[config.mk]
export PLATFORM = sky130hd
export DESIGN_NAME = timer_bank_one_shot_periodic_core
export DESIGN_NICKNAME = d
export VERILOG_FILES = /design/src/rtl/tbop_pkg.sv /design/src/rtl/tbop_ram.sv /design/src/rtl/tbop_front.sv /design/src/rtl/tbop_fifo.sv /design/src/rtl/tbop_back.sv /design/src/rtl/timer_bank_one_shot_periodic_core.sv
export SDC_FILE = /design/constraint.sdc
export NUM_CORES = 2
export LEC_CHECK = 0
export ABC_AREA = 1
export BUFFER_PORTS_ARGS = -buffer_cell sky130_fd_sc_hd__buf_2
export CELL_PAD_IN_SITES_DETAIL_PLACEMENT = 1
export CELL_PAD_IN_SITES_GLOBAL_PLACEMENT = 1
export CORE_UTILIZATION = 35
export DETAILED_ROUTE_END_ITERATION = 8
export HOLD_SLACK_MARGIN = 0.02
export PLACE_DENSITY_LB_ADDON = 0.15
export SKIP_CTS_REPAIR_TIMING = 1
export SLEW_MARGIN = 20
export SYNTH_ARGS = -nofsm -noshare
export SYNTH_HDL_FRONTEND = slang
export SYNTH_HIERARCHICAL = 1
export SYNTH_SLANG_ARGS = --single-unit
[constraint.sdc]
create_clock -name clock -period 7.4 [get_ports clock]
set_clock_uncertainty 0.05 [all_clocks]
set_input_delay 0.37 -clock clock [delete_from_list [all_inputs] [get_ports clock]]
set_output_delay 0.37 -clock clock [all_outputs]
set_load 0.02 [all_outputs]
[src/rtl/tbop_pkg.sv]
// Shared types and codes for the timer bank.
package tbop_pkg;

   typedef enum logic [2:0] {
      ACT_TICK       = 3'd0,
      ACT_CREATE     = 3'd1,
      ACT_REMOVE     = 3'd2,
      ACT_REMOVE_ALL = 3'd3,
      ACT_PAUSE      = 3'd4,
      ACT_RESUME     = 3'd5,
      ACT_RESET      = 3'd6,
      ACT_QUERY      = 3'd7
   } action_type;

   localparam logic KIND_FIRED = 1'b0;
   localparam logic KIND_QUERY = 1'b1;

   typedef struct packed {
      logic [2:0]  action;
      logic [3:0]  slot;
      logic [31:0] period;
      logic        periodic;
      logic [31:0] delta;
   } req_type;

   typedef struct packed {
      logic        kind;
      logic [3:0]  which_slot;
      logic        exists;
      logic        done_res;
      logic [31:0] remaining;
      logic        last;
   } rsp_type;

   // Decoded item as it sits in the queue.
   typedef struct packed {
      action_type  op;
      logic        in_range;
      logic [3:0]  slot;
      logic [31:0] period;
      logic        periodic;
      logic [31:0] delta;
   } cmd_type;

   // Queue status seen by both sides.
   typedef struct packed {
      logic not_empty;
      logic full;
   } q_stat_type;

   typedef enum logic [1:0] {
      BK_IDLE,
      BK_MOD,
      BK_TICK,
      BK_FLUSH
   } bk_state_type;

endpackage

[src/rtl/tbop_ram.sv]
// Generic single-write, single-read RAM with registered read data.
module tbop_ram #(
   parameter int WIDTH = 8,
   parameter int DEPTH = 16,
   localparam int AW = (DEPTH > 1) ? $clog2(DEPTH) : 1
) (
   input  logic             clock,
   input  logic             wr_en,
   input  logic [AW-1:0]    wr_addr,
   input  logic [WIDTH-1:0] wr_data,
   input  logic [AW-1:0]    rd_addr,
   output logic [WIDTH-1:0] rd_data
);

   logic [WIDTH-1:0] mem_ff [DEPTH];
   logic [WIDTH-1:0] rd_data_ff;

   always_ff @(posedge clock) begin
      if (wr_en) begin
         mem_ff[wr_addr] <= wr_data;
      end
      rd_data_ff <= mem_ff[rd_addr];
   end

   assign rd_data = rd_data_ff;

endmodule

[src/rtl/tbop_front.sv]
// Front end: takes items off the request port and decodes them for the queue.
module tbop_front #(
   parameter int NUM_SLOTS = 16
) (
   input  logic                start,
   input  tbop_pkg::req_type   req_data,
   input  tbop_pkg::q_stat_type q_stat,
   output logic                busy,
   output logic                push,
   output tbop_pkg::cmd_type   push_cmd
);

   always_comb begin
      busy              = q_stat.full;
      push              = start && !q_stat.full;
      push_cmd.op       = tbop_pkg::action_type'(req_data.action);
      // slots past the bank size behave as absent
      push_cmd.in_range = ({28'd0, req_data.slot} < 32'(NUM_SLOTS));
      push_cmd.slot     = req_data.slot;
      push_cmd.period   = req_data.period;
      push_cmd.periodic = req_data.periodic;
      push_cmd.delta    = req_data.delta;
   end

endmodule

[src/rtl/tbop_fifo.sv]
// Two-entry queue of decoded items between front and back end.
module tbop_fifo (
   input  logic                 clock,
   input  logic                 reset,
   input  logic                 push,
   input  tbop_pkg::cmd_type    push_cmd,
   input  logic                 pop,
   output tbop_pkg::cmd_type    head,
   output tbop_pkg::q_stat_type q_stat
);

   tbop_pkg::cmd_type entry_ff [2];
   logic              wr_ptr_ff, wr_ptr_in;
   logic              rd_ptr_ff, rd_ptr_in;
   logic [1:0]        count_ff, count_in;

   always_comb begin
      wr_ptr_in = push ? !wr_ptr_ff : wr_ptr_ff;
      rd_ptr_in = pop ? !rd_ptr_ff : rd_ptr_ff;
      count_in  = count_ff + {1'b0, push} - {1'b0, pop};
      head      = entry_ff[rd_ptr_ff];
      q_stat.not_empty = (count_ff != 2'd0);
      q_stat.full      = (count_ff == 2'd2);
   end

   always_ff @(posedge clock) begin
      if (reset) begin
         wr_ptr_ff <= 1'b0;
         rd_ptr_ff <= 1'b0;
         count_ff  <= 2'd0;
      end else begin
         wr_ptr_ff <= wr_ptr_in;
         rd_ptr_ff <= rd_ptr_in;
         count_ff  <= count_in;
      end
   end

   always_ff @(posedge clock) begin
      if (push) begin
         entry_ff[wr_ptr_ff] <= push_cmd;
      end
   end

endmodule

[src/rtl/tbop_back.sv]
// Back end: executes queued items against the slot store and drives results.
module tbop_back #(
   parameter int NUM_SLOTS = 16,
   parameter int TIME_BITS = 32
) (
   input  logic                 clock,
   input  logic                 reset,
   input  tbop_pkg::cmd_type    head,
   input  tbop_pkg::q_stat_type q_stat,
   output logic                 pop,
   output logic                 rsp_valid,
   output tbop_pkg::rsp_type    rsp_data
);

   localparam int IDX_W      = (NUM_SLOTS > 1) ? $clog2(NUM_SLOTS) : 1;
   localparam int IN_W       = (TIME_BITS < 32) ? TIME_BITS : 32;
   localparam int WORD_W     = 2 * TIME_BITS + 3;
   localparam int DONE_B     = 0;
   localparam int PAUSED_B   = 1;
   localparam int PERIODIC_B = 2;
   localparam int ELAPSED_LO = 3;
   localparam int PERIOD_LO  = 3 + TIME_BITS;
   localparam logic [IDX_W-1:0]     LAST_IDX = IDX_W'(NUM_SLOTS - 1);
   localparam logic [TIME_BITS-1:0] TMAX     = {TIME_BITS{1'b1}};

   // word layout: {period, elapsed, periodic, paused, done}
   logic                 ram_we;
   logic [IDX_W-1:0]     ram_waddr;
   logic [WORD_W-1:0]    ram_wdata;
   logic [IDX_W-1:0]     ram_raddr;
   logic [WORD_W-1:0]    ram_rdata;

   tbop_ram #(
      .WIDTH (WORD_W),
      .DEPTH (NUM_SLOTS)
   ) u_store (
      .clock   (clock),
      .wr_en   (ram_we),
      .wr_addr (ram_waddr),
      .wr_data (ram_wdata),
      .rd_addr (ram_raddr),
      .rd_data (ram_rdata)
   );

   tbop_pkg::bk_state_type state_ff, state_in;
   tbop_pkg::cmd_type      cur_ff, cur_in;
   logic [NUM_SLOTS-1:0]   valid_ff, valid_in;
   logic [IDX_W-1:0]       rd_idx_ff, rd_idx_in;
   logic                   issue_ff, issue_in;
   logic                   p1_go_ff, p1_go_in;
   logic                   p1_last_ff, p1_last_in;
   logic [IDX_W-1:0]       p1_idx_ff, p1_idx_in;
   logic                   s2_go_ff, s2_go_in;
   logic                   s2_last_ff, s2_last_in;
   logic                   s2_run_ff, s2_run_in;
   logic [IDX_W-1:0]       s2_idx_ff, s2_idx_in;
   logic [TIME_BITS-1:0]   s2_sum_ff, s2_sum_in;
   logic [WORD_W-1:0]      s2_word_ff, s2_word_in;
   logic                   hold_vld_ff, hold_vld_in;
   logic [IDX_W-1:0]       hold_idx_ff, hold_idx_in;
   logic                   rsp_valid_ff, rsp_valid_in;
   tbop_pkg::rsp_type      rsp_ff, rsp_in;

   logic [IDX_W-1:0]       hidx, cidx;
   logic                   here;
   logic [TIME_BITS-1:0]   new_period, tick_delta;
   logic [TIME_BITS:0]     add_full, sub_full, rem_full;
   logic [TIME_BITS-1:0]   sat_sum, s2_period, rem_val;
   logic                   fire;
   logic [WORD_W-1:0]      word_mod;

   always_comb begin
      hidx       = IDX_W'(head.slot);
      cidx       = IDX_W'(cur_ff.slot);
      here       = head.in_range && valid_ff[hidx];
      new_period = TIME_BITS'(head.period[IN_W-1:0]);
      tick_delta = TIME_BITS'(cur_ff.delta[IN_W-1:0]);

      // stage 1: saturating add of the tick delta
      add_full = {1'b0, ram_rdata[ELAPSED_LO +: TIME_BITS]} + {1'b0, tick_delta};
      sat_sum  = add_full[TIME_BITS] ? TMAX : add_full[TIME_BITS-1:0];

      // stage 2: compare against period via the borrow of one subtract
      s2_period = s2_word_ff[PERIOD_LO +: TIME_BITS];
      sub_full  = {1'b0, s2_sum_ff} - {1'b0, s2_period};
      fire      = !sub_full[TIME_BITS];

      rem_full = {1'b0, ram_rdata[PERIOD_LO +: TIME_BITS]}
               - {1'b0, ram_rdata[ELAPSED_LO +: TIME_BITS]};
      rem_val  = rem_full[TIME_BITS] ? '0 : rem_full[TIME_BITS-1:0];
   end

   always_comb begin
      state_in     = state_ff;
      cur_in       = cur_ff;
      valid_in     = valid_ff;
      rd_idx_in    = rd_idx_ff;
      issue_in     = issue_ff;
      p1_go_in     = 1'b0;
      p1_last_in   = 1'b0;
      p1_idx_in    = rd_idx_ff;
      s2_go_in     = p1_go_ff;
      s2_last_in   = p1_last_ff;
      s2_idx_in    = p1_idx_ff;
      s2_run_in    = p1_go_ff && valid_ff[p1_idx_ff] && !ram_rdata[PAUSED_B]
                     && !ram_rdata[DONE_B];
      s2_sum_in    = sat_sum;
      s2_word_in   = ram_rdata;
      hold_vld_in  = hold_vld_ff;
      hold_idx_in  = hold_idx_ff;
      rsp_valid_in = 1'b0;
      rsp_in       = rsp_ff;
      pop          = 1'b0;
      ram_we       = 1'b0;
      ram_waddr    = hidx;
      ram_wdata    = {new_period, {TIME_BITS{1'b0}}, head.periodic, 1'b0, 1'b0};
      ram_raddr    = hidx;
      word_mod     = ram_rdata;

      unique case (state_ff)
         tbop_pkg::BK_IDLE: begin
            if (q_stat.not_empty) begin
               pop    = 1'b1;
               cur_in = head;
               unique case (head.op) inside
                  tbop_pkg::ACT_TICK: begin
                     issue_in    = 1'b1;
                     rd_idx_in   = '0;
                     hold_vld_in = 1'b0;
                     state_in    = tbop_pkg::BK_TICK;
                  end
                  tbop_pkg::ACT_CREATE: begin
                     if (head.in_range) begin
                        ram_we         = 1'b1;
                        valid_in[hidx] = 1'b1;
                     end
                  end
                  tbop_pkg::ACT_REMOVE: begin
                     if (here) begin
                        valid_in[hidx] = 1'b0;
                     end
                  end
                  tbop_pkg::ACT_REMOVE_ALL: begin
                     valid_in = '0;
                  end
                  tbop_pkg::ACT_PAUSE, tbop_pkg::ACT_RESUME, tbop_pkg::ACT_RESET: begin
                     if (here) begin
                        state_in = tbop_pkg::BK_MOD;
                     end
                  end
                  tbop_pkg::ACT_QUERY: begin
                     if (here) begin
                        state_in = tbop_pkg::BK_MOD;
                     end else begin
                        rsp_valid_in     = 1'b1;
                        rsp_in.kind       = tbop_pkg::KIND_QUERY;
                        rsp_in.which_slot = head.slot;
                        rsp_in.exists     = 1'b0;
                        rsp_in.done_res   = 1'b1;
                        rsp_in.remaining  = '0;
                        rsp_in.last       = 1'b1;
                     end
                  end
               endcase
            end
         end

         tbop_pkg::BK_MOD: begin
            // slot word was read the cycle before
            ram_waddr = cidx;
            state_in  = tbop_pkg::BK_IDLE;
            unique case (cur_ff.op)
               tbop_pkg::ACT_PAUSE: begin
                  word_mod[PAUSED_B] = 1'b1;
                  ram_we    = 1'b1;
                  ram_wdata = word_mod;
               end
               tbop_pkg::ACT_RESUME: begin
                  word_mod[PAUSED_B] = 1'b0;
                  ram_we    = 1'b1;
                  ram_wdata = word_mod;
               end
               tbop_pkg::ACT_RESET: begin
                  word_mod[ELAPSED_LO +: TIME_BITS] = '0;
                  word_mod[DONE_B] = 1'b0;
                  ram_we    = 1'b1;
                  ram_wdata = word_mod;
               end
               tbop_pkg::ACT_QUERY: begin
                  rsp_valid_in      = 1'b1;
                  rsp_in.kind       = tbop_pkg::KIND_QUERY;
                  rsp_in.which_slot = cur_ff.slot;
                  rsp_in.exists     = 1'b1;
                  rsp_in.done_res   = ram_rdata[DONE_B];
                  rsp_in.remaining  = 32'(rem_val);
                  rsp_in.last       = 1'b1;
               end
               default: begin
               end
            endcase
         end

         tbop_pkg::BK_TICK: begin
            if (issue_ff) begin
               ram_raddr  = rd_idx_ff;
               p1_go_in   = 1'b1;
               p1_last_in = (rd_idx_ff == LAST_IDX);
               if (rd_idx_ff == LAST_IDX) begin
                  issue_in = 1'b0;
               end else begin
                  rd_idx_in = rd_idx_ff + IDX_W'(1);
               end
            end
            if (s2_go_ff && s2_run_ff) begin
               ram_we    = 1'b1;
               ram_waddr = s2_idx_ff;
               ram_wdata = s2_word_ff;
               ram_wdata[ELAPSED_LO +: TIME_BITS] =
                  (fire && s2_word_ff[PERIODIC_B]) ? sub_full[TIME_BITS-1:0] : s2_sum_ff;
               if (fire && !s2_word_ff[PERIODIC_B]) begin
                  ram_wdata[DONE_B] = 1'b1;
               end
               // a fired slot is held back until the next one fires or the walk ends, so the last one can be marked
               if (fire) begin
                  if (hold_vld_ff) begin
                     rsp_valid_in      = 1'b1;
                     rsp_in.kind       = tbop_pkg::KIND_FIRED;
                     rsp_in.which_slot = 4'(hold_idx_ff);
                     rsp_in.exists     = 1'b0;
                     rsp_in.done_res   = 1'b0;
                     rsp_in.remaining  = '0;
                     rsp_in.last       = 1'b0;
                  end
                  hold_vld_in = 1'b1;
                  hold_idx_in = s2_idx_ff;
               end
            end
            if (s2_go_ff && s2_last_ff) begin
               state_in = tbop_pkg::BK_FLUSH;
            end
         end

         tbop_pkg::BK_FLUSH: begin
            if (hold_vld_ff) begin
               rsp_valid_in      = 1'b1;
               rsp_in.kind       = tbop_pkg::KIND_FIRED;
               rsp_in.which_slot = 4'(hold_idx_ff);
               rsp_in.exists     = 1'b0;
               rsp_in.done_res   = 1'b0;
               rsp_in.remaining  = '0;
               rsp_in.last       = 1'b1;
            end
            hold_vld_in = 1'b0;
            state_in    = tbop_pkg::BK_IDLE;
         end
      endcase
   end

   always_ff @(posedge clock) begin
      if (reset) begin
         state_ff     <= tbop_pkg::BK_IDLE;
         valid_ff     <= '0;
         issue_ff     <= 1'b0;
         p1_go_ff     <= 1'b0;
         s2_go_ff     <= 1'b0;
         hold_vld_ff  <= 1'b0;
         rsp_valid_ff <= 1'b0;
      end else begin
         state_ff     <= state_in;
         valid_ff     <= valid_in;
         issue_ff     <= issue_in;
         p1_go_ff     <= p1_go_in;
         s2_go_ff     <= s2_go_in;
         hold_vld_ff  <= hold_vld_in;
         rsp_valid_ff <= rsp_valid_in;
      end
   end

   always_ff @(posedge clock) begin
      cur_ff      <= cur_in;
      rd_idx_ff   <= rd_idx_in;
      p1_last_ff  <= p1_last_in;
      p1_idx_ff   <= p1_idx_in;
      s2_last_ff  <= s2_last_in;
      s2_run_ff   <= s2_run_in;
      s2_idx_ff   <= s2_idx_in;
      s2_sum_ff   <= s2_sum_in;
      s2_word_ff  <= s2_word_in;
      hold_idx_ff <= hold_idx_in;
      rsp_ff      <= rsp_in;
   end

   assign rsp_valid = rsp_valid_ff;
   assign rsp_data  = rsp_ff;

endmodule

[src/rtl/timer_bank_one_shot_periodic_core.sv]
// Timer bank top level: front end, item queue and back end.
//
// Usage: drive req_data and raise start; the item is taken at a clock edge
// where start is high and busy is low. Results come out on rsp_data, each
// marked by rsp_valid for one cycle; the receiver must take every one.
// A two-entry queue sits between the decoder and the executing back end, so
// busy rises only when two items are waiting.
// After acceptance, create, remove, remove-all and an absent query are done
// in the back end's idle state, an absent query's answer being registered;
// pause, resume, reset and a present query also pass through a modify state,
// which uses the registered read of the slot store.
// A tick walks the slot store one slot per cycle through a two-stage
// add/compare pipeline. Fired results come out in slot order; each is held
// until the next slot fires or the walk ends, so the final one carries last.
// Reset empties the queue and marks every slot absent; no clearing pass.
module timer_bank_one_shot_periodic_core #(
   parameter int NUM_SLOTS = 16,
   parameter int TIME_BITS = 32
) (
   input  logic              clock,
   input  logic              reset,
   input  logic              start,
   output logic              busy,
   input  tbop_pkg::req_type req_data,
   output logic              rsp_valid,
   output tbop_pkg::rsp_type rsp_data
);

   tbop_pkg::q_stat_type q_stat;
   tbop_pkg::cmd_type    push_cmd;
   tbop_pkg::cmd_type    head;
   logic                 push;
   logic                 pop;

   tbop_front #(
      .NUM_SLOTS (NUM_SLOTS)
   ) u_front (
      .start    (start),
      .req_data (req_data),
      .q_stat   (q_stat),
      .busy     (busy),
      .push     (push),
      .push_cmd (push_cmd)
   );

   tbop_fifo u_queue (
      .clock    (clock),
      .reset    (reset),
      .push     (push),
      .push_cmd (push_cmd),
      .pop      (pop),
      .head     (head),
      .q_stat   (q_stat)
   );

   tbop_back #(
      .NUM_SLOTS (NUM_SLOTS),
      .TIME_BITS (TIME_BITS)
   ) u_back (
      .clock     (clock),
      .reset     (reset),
      .head      (head),
      .q_stat    (q_stat),
      .pop       (pop),
      .rsp_valid (rsp_valid),
      .rsp_data  (rsp_data)
   );

   a_query_is_last: assert property (@(posedge clock) disable iff (reset)
      (rsp_valid && rsp_data.kind == tbop_pkg::KIND_QUERY) |-> rsp_data.last)
      else $error("query answer without last");

   a_fired_clean: assert property (@(posedge clock) disable iff (reset)
      (rsp_valid && rsp_data.kind == tbop_pkg::KIND_FIRED)
         |-> (!rsp_data.exists && !rsp_data.done_res && rsp_data.remaining == 32'd0))
      else $error("fired item carries query fields");

   a_reset_not_busy: assert property (@(posedge clock)
      reset |=> !busy)
      else $error("busy right after reset");

endmodule

Word level (Yosys, flattened, before mapping)
Memories as Yosys holds them, arrays and structs flattened. A register that Yosys moved wholly into a read port is not among the register bits.
Index checks and enable logic that the tools add are counted.
{"block": "word_totals", "ff_bits": 224, "ram_bits": 1216, "inputBits": 75, "output_inout_bits": 42, "memories": 2}
{"block": "op_classes", "addsub": 6, "n_lt_le_gt_ge": 3, "n_eq_ne": 32, "muxes": 71, "bitwise": 5, "reduce_logical": 36}
{"name": "u_back.u_store.mem_ff", "words": 16, "word_bits": 67, "read_ports": 1, "rd_ports_with_merged_regs": 1, "wr": 1, "line_no": "tbop_ram.sv:15", "source": "logic [WIDTH-1:0] mem_ff [DEPTH];"}
{"name": "u_queue.entry_ff", "words": 2, "word_bits": 72, "read_ports": 1, "rd_ports_with_merged_regs": 1, "wr": 1, "line_no": "tbop_fifo.sv:12", "source": "tbop_pkg::cmd_type entry_ff [2];"}
{"op": "40-bit 2-to-1 mux", "n": 8}
{"op": "67-bit case mux with 3 select lines", "n": 1}
{"op": "40-bit case mux with 4 select lines", "n": 1}
{"op": "67-bit case mux with 2 select lines", "n": 1}
{"op": "67-bit 2-to-1 mux", "n": 1}
{"op": "32-bit by 32-bit subtractor with 33-bit output", "n": 2}
{"op": "32-bit 2-to-1 mux", "n": 2}
{"op": "16-bit case mux with 3 select lines", "n": 1}
{"op": "32-bit by 32-bit adder with 33-bit output", "n": 1}
{"op": "1-bit 2-to-1 mux", "n": 33}
{"op": "16-bit 2-to-1 mux", "n": 2}
{"op": "4-bit 2-to-1 mux", "n": 7}
{"op": "3-bit equality test, second input constant", "n": 8}
{"op": "2-bit by 1-bit != test with 1-bit output, second input constant", "n": 9}
{"op": "16-bit AND", "n": 1}
{"op": "16-bit NOT", "n": 1}
{"op": "16-bit OR", "n": 1}
{"op": "4-bit case mux with 2 select lines", "n": 2}
{"op": "5-bit AND reduction", "n": 3}
{"op": "4-bit by 5-bit less-than comparator with 1-bit output, second input constant", "n": 2}
{"op": "2-bit != test, second input constant", "n": 5}
{"op": "1-bit logical AND", "n": 9}
{"op": "1-bit binary-select mux with 4-bit select", "n": 2}
{"op": "8-bit AND reduction", "n": 1}
{"op": "30 further kinds", "n": 49}

Depth between registers and ports, before layout
{"block": "logic_depth", "depth_word": 8, "ltp_mapped": 19}

Hierarchy
The synthesis kept the hierarchy.
{"module": "tbop_ram", "n_inst": 1, "cells_per_inst": 4407, "area_each_um2": 47080.2}
{"module": "tbop_back", "n_inst": 1, "cells_per_inst": 2273, "area_each_um2": 14923.1}
{"module": "tbop_fifo", "n_inst": 1, "cells_per_inst": 258, "area_each_um2": 5844.4}
{"module": "tbop_front", "n_inst": 1, "cells_per_inst": 77, "area_each_um2": 569.3}

Worst setup path after synthesis
OpenSTA, ideal clock, no wires.
{"block": "synth_timing", "path_type": "register to register", "startpoint": "register u_back.state_ff[0]", "endpoint": "memory u_back/u_store/mem_ff[12][0] (netlist bit), enable pin", "setup_ps": 493, "arrival_time_ps": 4659, "required_ps": 6857, "path_slack_ps": 2198, "stages_incl_launch_ff": 10, "n_path_buf": 1, "synth_period_minus_slack_ps": 5202, "path_cell_list": "dfxtp_1 -> inv_1 -> ha_1 -> inv_1 -> nor2_1 -> inv_1 -> clkbuf_1 -> a31oi_1 -> nand3_1 -> nor2_1"}
{"block": "synth_via", "elab_chain_len": 4}
{"element": "from (decl)", "line_no": "tbop_back.sv:45", "source": "tbop_pkg::bk_state_type state_ff, state_in;"}
{"element": "from (signal assigned)", "line_no": "tbop_back.sv:261", "source": "state_ff <= tbop_pkg::BK_IDLE;"}
{"element": "from (signal assigned)", "line_no": "tbop_back.sv:269", "source": "state_ff <= state_in;"}
{"element": "2-bit equality test (tied with other cells)", "line_no": "tbop_back.sv:120", "source": "unique case (state_ff)"}
{"element": "1-bit case mux with 3 select lines *", "line_no": "tbop_back.sv:120"}
{"element": "via u_back.ram_we", "line_no": "tbop_back.sv:27", "source": "logic ram_we;"}
{"element": "1-bit 2-to-1 mux *", "line_no": "tbop_ram.sv:19", "source": "if (wr_en) begin"}
{"element": "1-bit 2-to-1 mux (not written as such) *", "line_no": "tbop_ram.sv:20", "source": "mem_ff[wr_addr] <= wr_data;"}
{"element": "to (decl)", "line_no": "tbop_ram.sv:15"}
The timed path passes the listed nets; every way through them passes the cells marked *.

Worst setup path after layout
{"block": "layout_timing", "startpoint": "register u_back.state_ff[0]", "endpoint": "memory u_back/u_store/mem_ff[8][44] (netlist bit), enable pin"}
The elaborated chain is that of the path after synthesis.

==> flow_summary_export.csv <==
group,metric,value,unit
critical_path,worst_setup_path_start_kind,"flop",
global_routing,grt_first_pass_wirelength,335200,µm
routing,dr.pass1.iters,5,
routing,wl_per_cell,23.41,µm
yosys,syn_area_per_cell,9.753,µm²
yosys,synth_edf_count,1305,
yosys,synthCells,7015,
clock_tree,clk_latency,0.81,ns
finish,drive_gt1_share,9.125,%
routing,totalWireLength,229200,µm
clock_tree,clock-root-buffer,"clkbuf_16",
run_status,outcome,"finished clean",
critical_path,end_kind,"flop",
floorplan,row_count,161,
run,drv_cap,0,
sta,fmax,189.0,MHz
clock_tree,htreeDepth,4,
sta,setup_tns,0,ns
global_routing,grt-ovfl-total,0,
yosys,postSynth.asyncResetShare,0,%
pwr,powerDensity,417.3,nW/µm²
sta,timing.final.hold_violations,0,
critical_path,critPathRequiredTime,7.77,ns
clock_tree,tritoncts.num_buffers,166,
sta,min_period,5.292,ns
floorplan,io_pins,117,
finish,area_delta_synth_final,13.61,%
critical_path,worstPathCellList,"inv_1 -> ha_1 -> inv_1 -> nor2_4 -> inv_1 -> a31oi_1 -> nand3b_1 -> nor2_4 -> buf_4",
yosys,yosys_most_used_dff,"edfxtp_1",
floorplan,core-area,193400,µm²
pwr,irDropWorstVdd,207.8,µV
min_path,min_path_type,"in2reg",
clock_tree,cts_sinks,1478,
sta,slew_headroom,23.22,%
sta,maxSlewViolCount,0,
yosys,yosysSeqAreaShare,62.34,%
critical_path,cpLargestDelayFamily,"simple AND/OR/NAND/NOR gates",
critical_path,path_class,"reg2reg",
critical_path,worstPathMaxFanout,34,
finish,fin_nets,7307,
clock_tree,cts_tree,"done",
sta,fin_ws,2.108,ns
pwr,power,32.44,mW
sta,finalSetupViolCount,0,
finish,n_antenna_cell,0,
yosys,ys_types,53,
floorplan,die_h,444.1,µm
routing,drt_iter0_drc,3290,
floorplan,start_util,35.38,%
floorplan,fp.dieW,444.1,µm
placement,port_buffers,116,
clock_tree,clk_pin_slew,0.06,ns
global_routing,grt_pass1_vias,49625,
critical_path,cpMostUsedCell,"inv_1",
routing,ant_nets,0,
placement,post-place-ws,2.102,ns
critical_path,cp_data_arrival_time,5.66,ns
critical_path,critPathBufInv,4,
global_routing,grt_max_degree,235,
sta,rsz0062_at_grt,"false",
sta,post-route-period-util,71.51,%
yosys,yosys_register_bits,1478,
critical_path,cpPeakStageDelay,0.98,ns
routing,route.detailed.drc,0,
routing,vias_per_cell,5.004,
pwr,p_leak,33.18,nW
placement,finalWeightedCongestion,0.9255,
critical_path,crit_path_top_delay_cell,"nor2_4",
floorplan,dieArea,197200,µm²
placement,hpwl,144700,µm
global_routing,grt_usage,22.99,%
sta,tightest_slew,1.149,ns
global_routing,antenna_found_initial,13,
yosys,yosysWarnings,6,
yosys,synth_fp_nets,7198,
clock_tree,clock_path_buffers,3,
yosys,synth_area,68420,µm²
routing,num_vias,49000,
==> layer usage <==
metal  up-vias  wire, µm  GRT usage [%]
li1      22996         -              -
met1     24777    105100          31.82
met2       975    109600          38.43
met3       252      9200          2.567
met4         0      5317          5.649
met5         -         0              0
==> state kept, by name, summed over array words and instances (netlist names), 2 cells and up, named ones only <==
name / flops
u_back/u_store/mem_ff: 1072
u_queue/entry_ff: 146
u_back/u_store/rd_data: 67
u_back/rsp_data: 40
u_back/s2_word_ff: 35
u_back/s2_sum_ff: 32
u_back/tick_delta: 32
u_back/valid_ff: 16
u_back/cidx: 4
u_back/hold_idx_ff: 4
u_back/p1_idx_ff: 4
u_back/p1_idx_in: 4
u_back/s2_idx_ff: 4
u_back/cur_ff: 3
u_back/state_ff: 2
u_queue/count_ff: 2
==> worst paths after layout <==
check	startpoint	end	slack [ns]	cells after the start
worst min-delay path	reset	flop	0.06	2
worst min register to register	u_back/p1_last_ff	u_back/s2_last_ff	0.28	0
worst max register to register	u_back/state_ff[0]	u_back/u_store/mem_ff[8][44]	2.11	9
worst max-delay path	u_back/state_ff[0]	u_back/u_store/mem_ff[8][44]	2.11	9
==> power breakdown <==
part           internal [mW]  total [mW]  switching, mW  leakage, nW
Combinational           3.56        12.3           8.77         17.9
Sequential              10.6        11.7           1.17         12.6
Clock                   4.92        8.36           3.44         2.70
Total                   19.0        32.4           13.4         33.2
==> layout make-up <==
cell class | count | area, µm²
timing repair buffer | 297 | 2328
sequential | 1478 | 42650
inverter | 1216 | 4597
tap | 2526 | 3161
fill | 21732 | 115700
clock inverter | 73 | 750.7
clock buffer | 237 | 4745
multi-input combinational | 3965 | 19490
==> cell usage after synthesis, types with 8 or more instances <==
| cell type | n | area share [%] |
|---|---|---|
| a21oi_1 | 180 | 1.3 |
| buf_12 | 8 | 0.23 |
| o21ai_0 | 203 | 1.5 |
| xnor2_1 | 28 | 0.36 |
| nor2_1 | 234 | 1.3 |
| nand2_2 | 15 | 0.14 |
| nand3b_1 | 14 | 0.15 |
| mux2_4 | 70 | 1.5 |
| edfxtp_1 | 1305 | 57 |
| nand4_1 | 29 | 0.27 |
| buf_4 | 86 | 0.94 |
| a21oi_2 | 17 | 0.22 |
| ha_1 | 105 | 1.9 |
| o31ai_1 | 12 | 0.13 |
| nand3_1 | 940 | 6.9 |
| nor3_1 | 22 | 0.16 |
| xor2_1 | 19 | 0.24 |
| buf_6 | 8 | 0.13 |
| buf_1 | 26 | 0.14 |
| dfxtp_1 | 173 | 5.1 |
| inv_2 | 8 | 0.044 |
| clkbuf_1 | 65 | 0.36 |
| inv_1 | 1205 | 6.6 |
| nand2_1 | 1995 | 11 |
| buf_2 | 163 | 1.2 |
==> per-stage QoR <==
stage	utilization, %	area, µm²	hold slack [ns]	cells
floorplan	-	68420	0.2596	7015
global placement	36.91	71390	0.2678	9405
detailed placement	36.94	71440	0.2667	9407
CTS	39.78	76940	-0.3614	9717
global route	40.19	77730	0.05758	9792
finish	40.19	77730	0.06295	9792
==> kinds of logic after synthesis <==
group | Yosys count | synth area share [%]
buffers and inverters | 1572 | 9.676
multiplexers | 73 | 1.586
flip-flops | 1478 | 62.34
AND/OR/NAND/NOR | 3270 | 20.06
other | 1 | 0.005481
XOR/XNOR | 47 | 0.6017
adder cells (fa/ha/maj) | 108 | 2.008
AO/OA/AOI/OAI | 466 | 3.727
==> worst register-to-register path: stages, from the launching register on <==
cell      delay, ns
dfxtp_1        0.34
inv_1          0.16
ha_1           0.55
inv_1          0.22
nor2_4         0.86
inv_1          0.15
a31oi_1        0.55
nand3b_1       0.44
nor2_4         0.98
buf_4          0.60
==> placed cells by master (no fill, tap or decap), drive strengths merged, types with 28 or more instances in the layout <==
cell type / n
a21oi: 197
buf: 224
clkbuf: 237
clkinv: 50
dfxtp: 173
dlygate4sd3: 73
edfxtp: 1305
ha: 105
inv: 1222
mux2: 73
nand2: 2015
nand3: 941
nand4: 29
nor2: 237
o21ai: 211
xnor2: 28
Note: power is estimated with default switching activity, not from simulation.
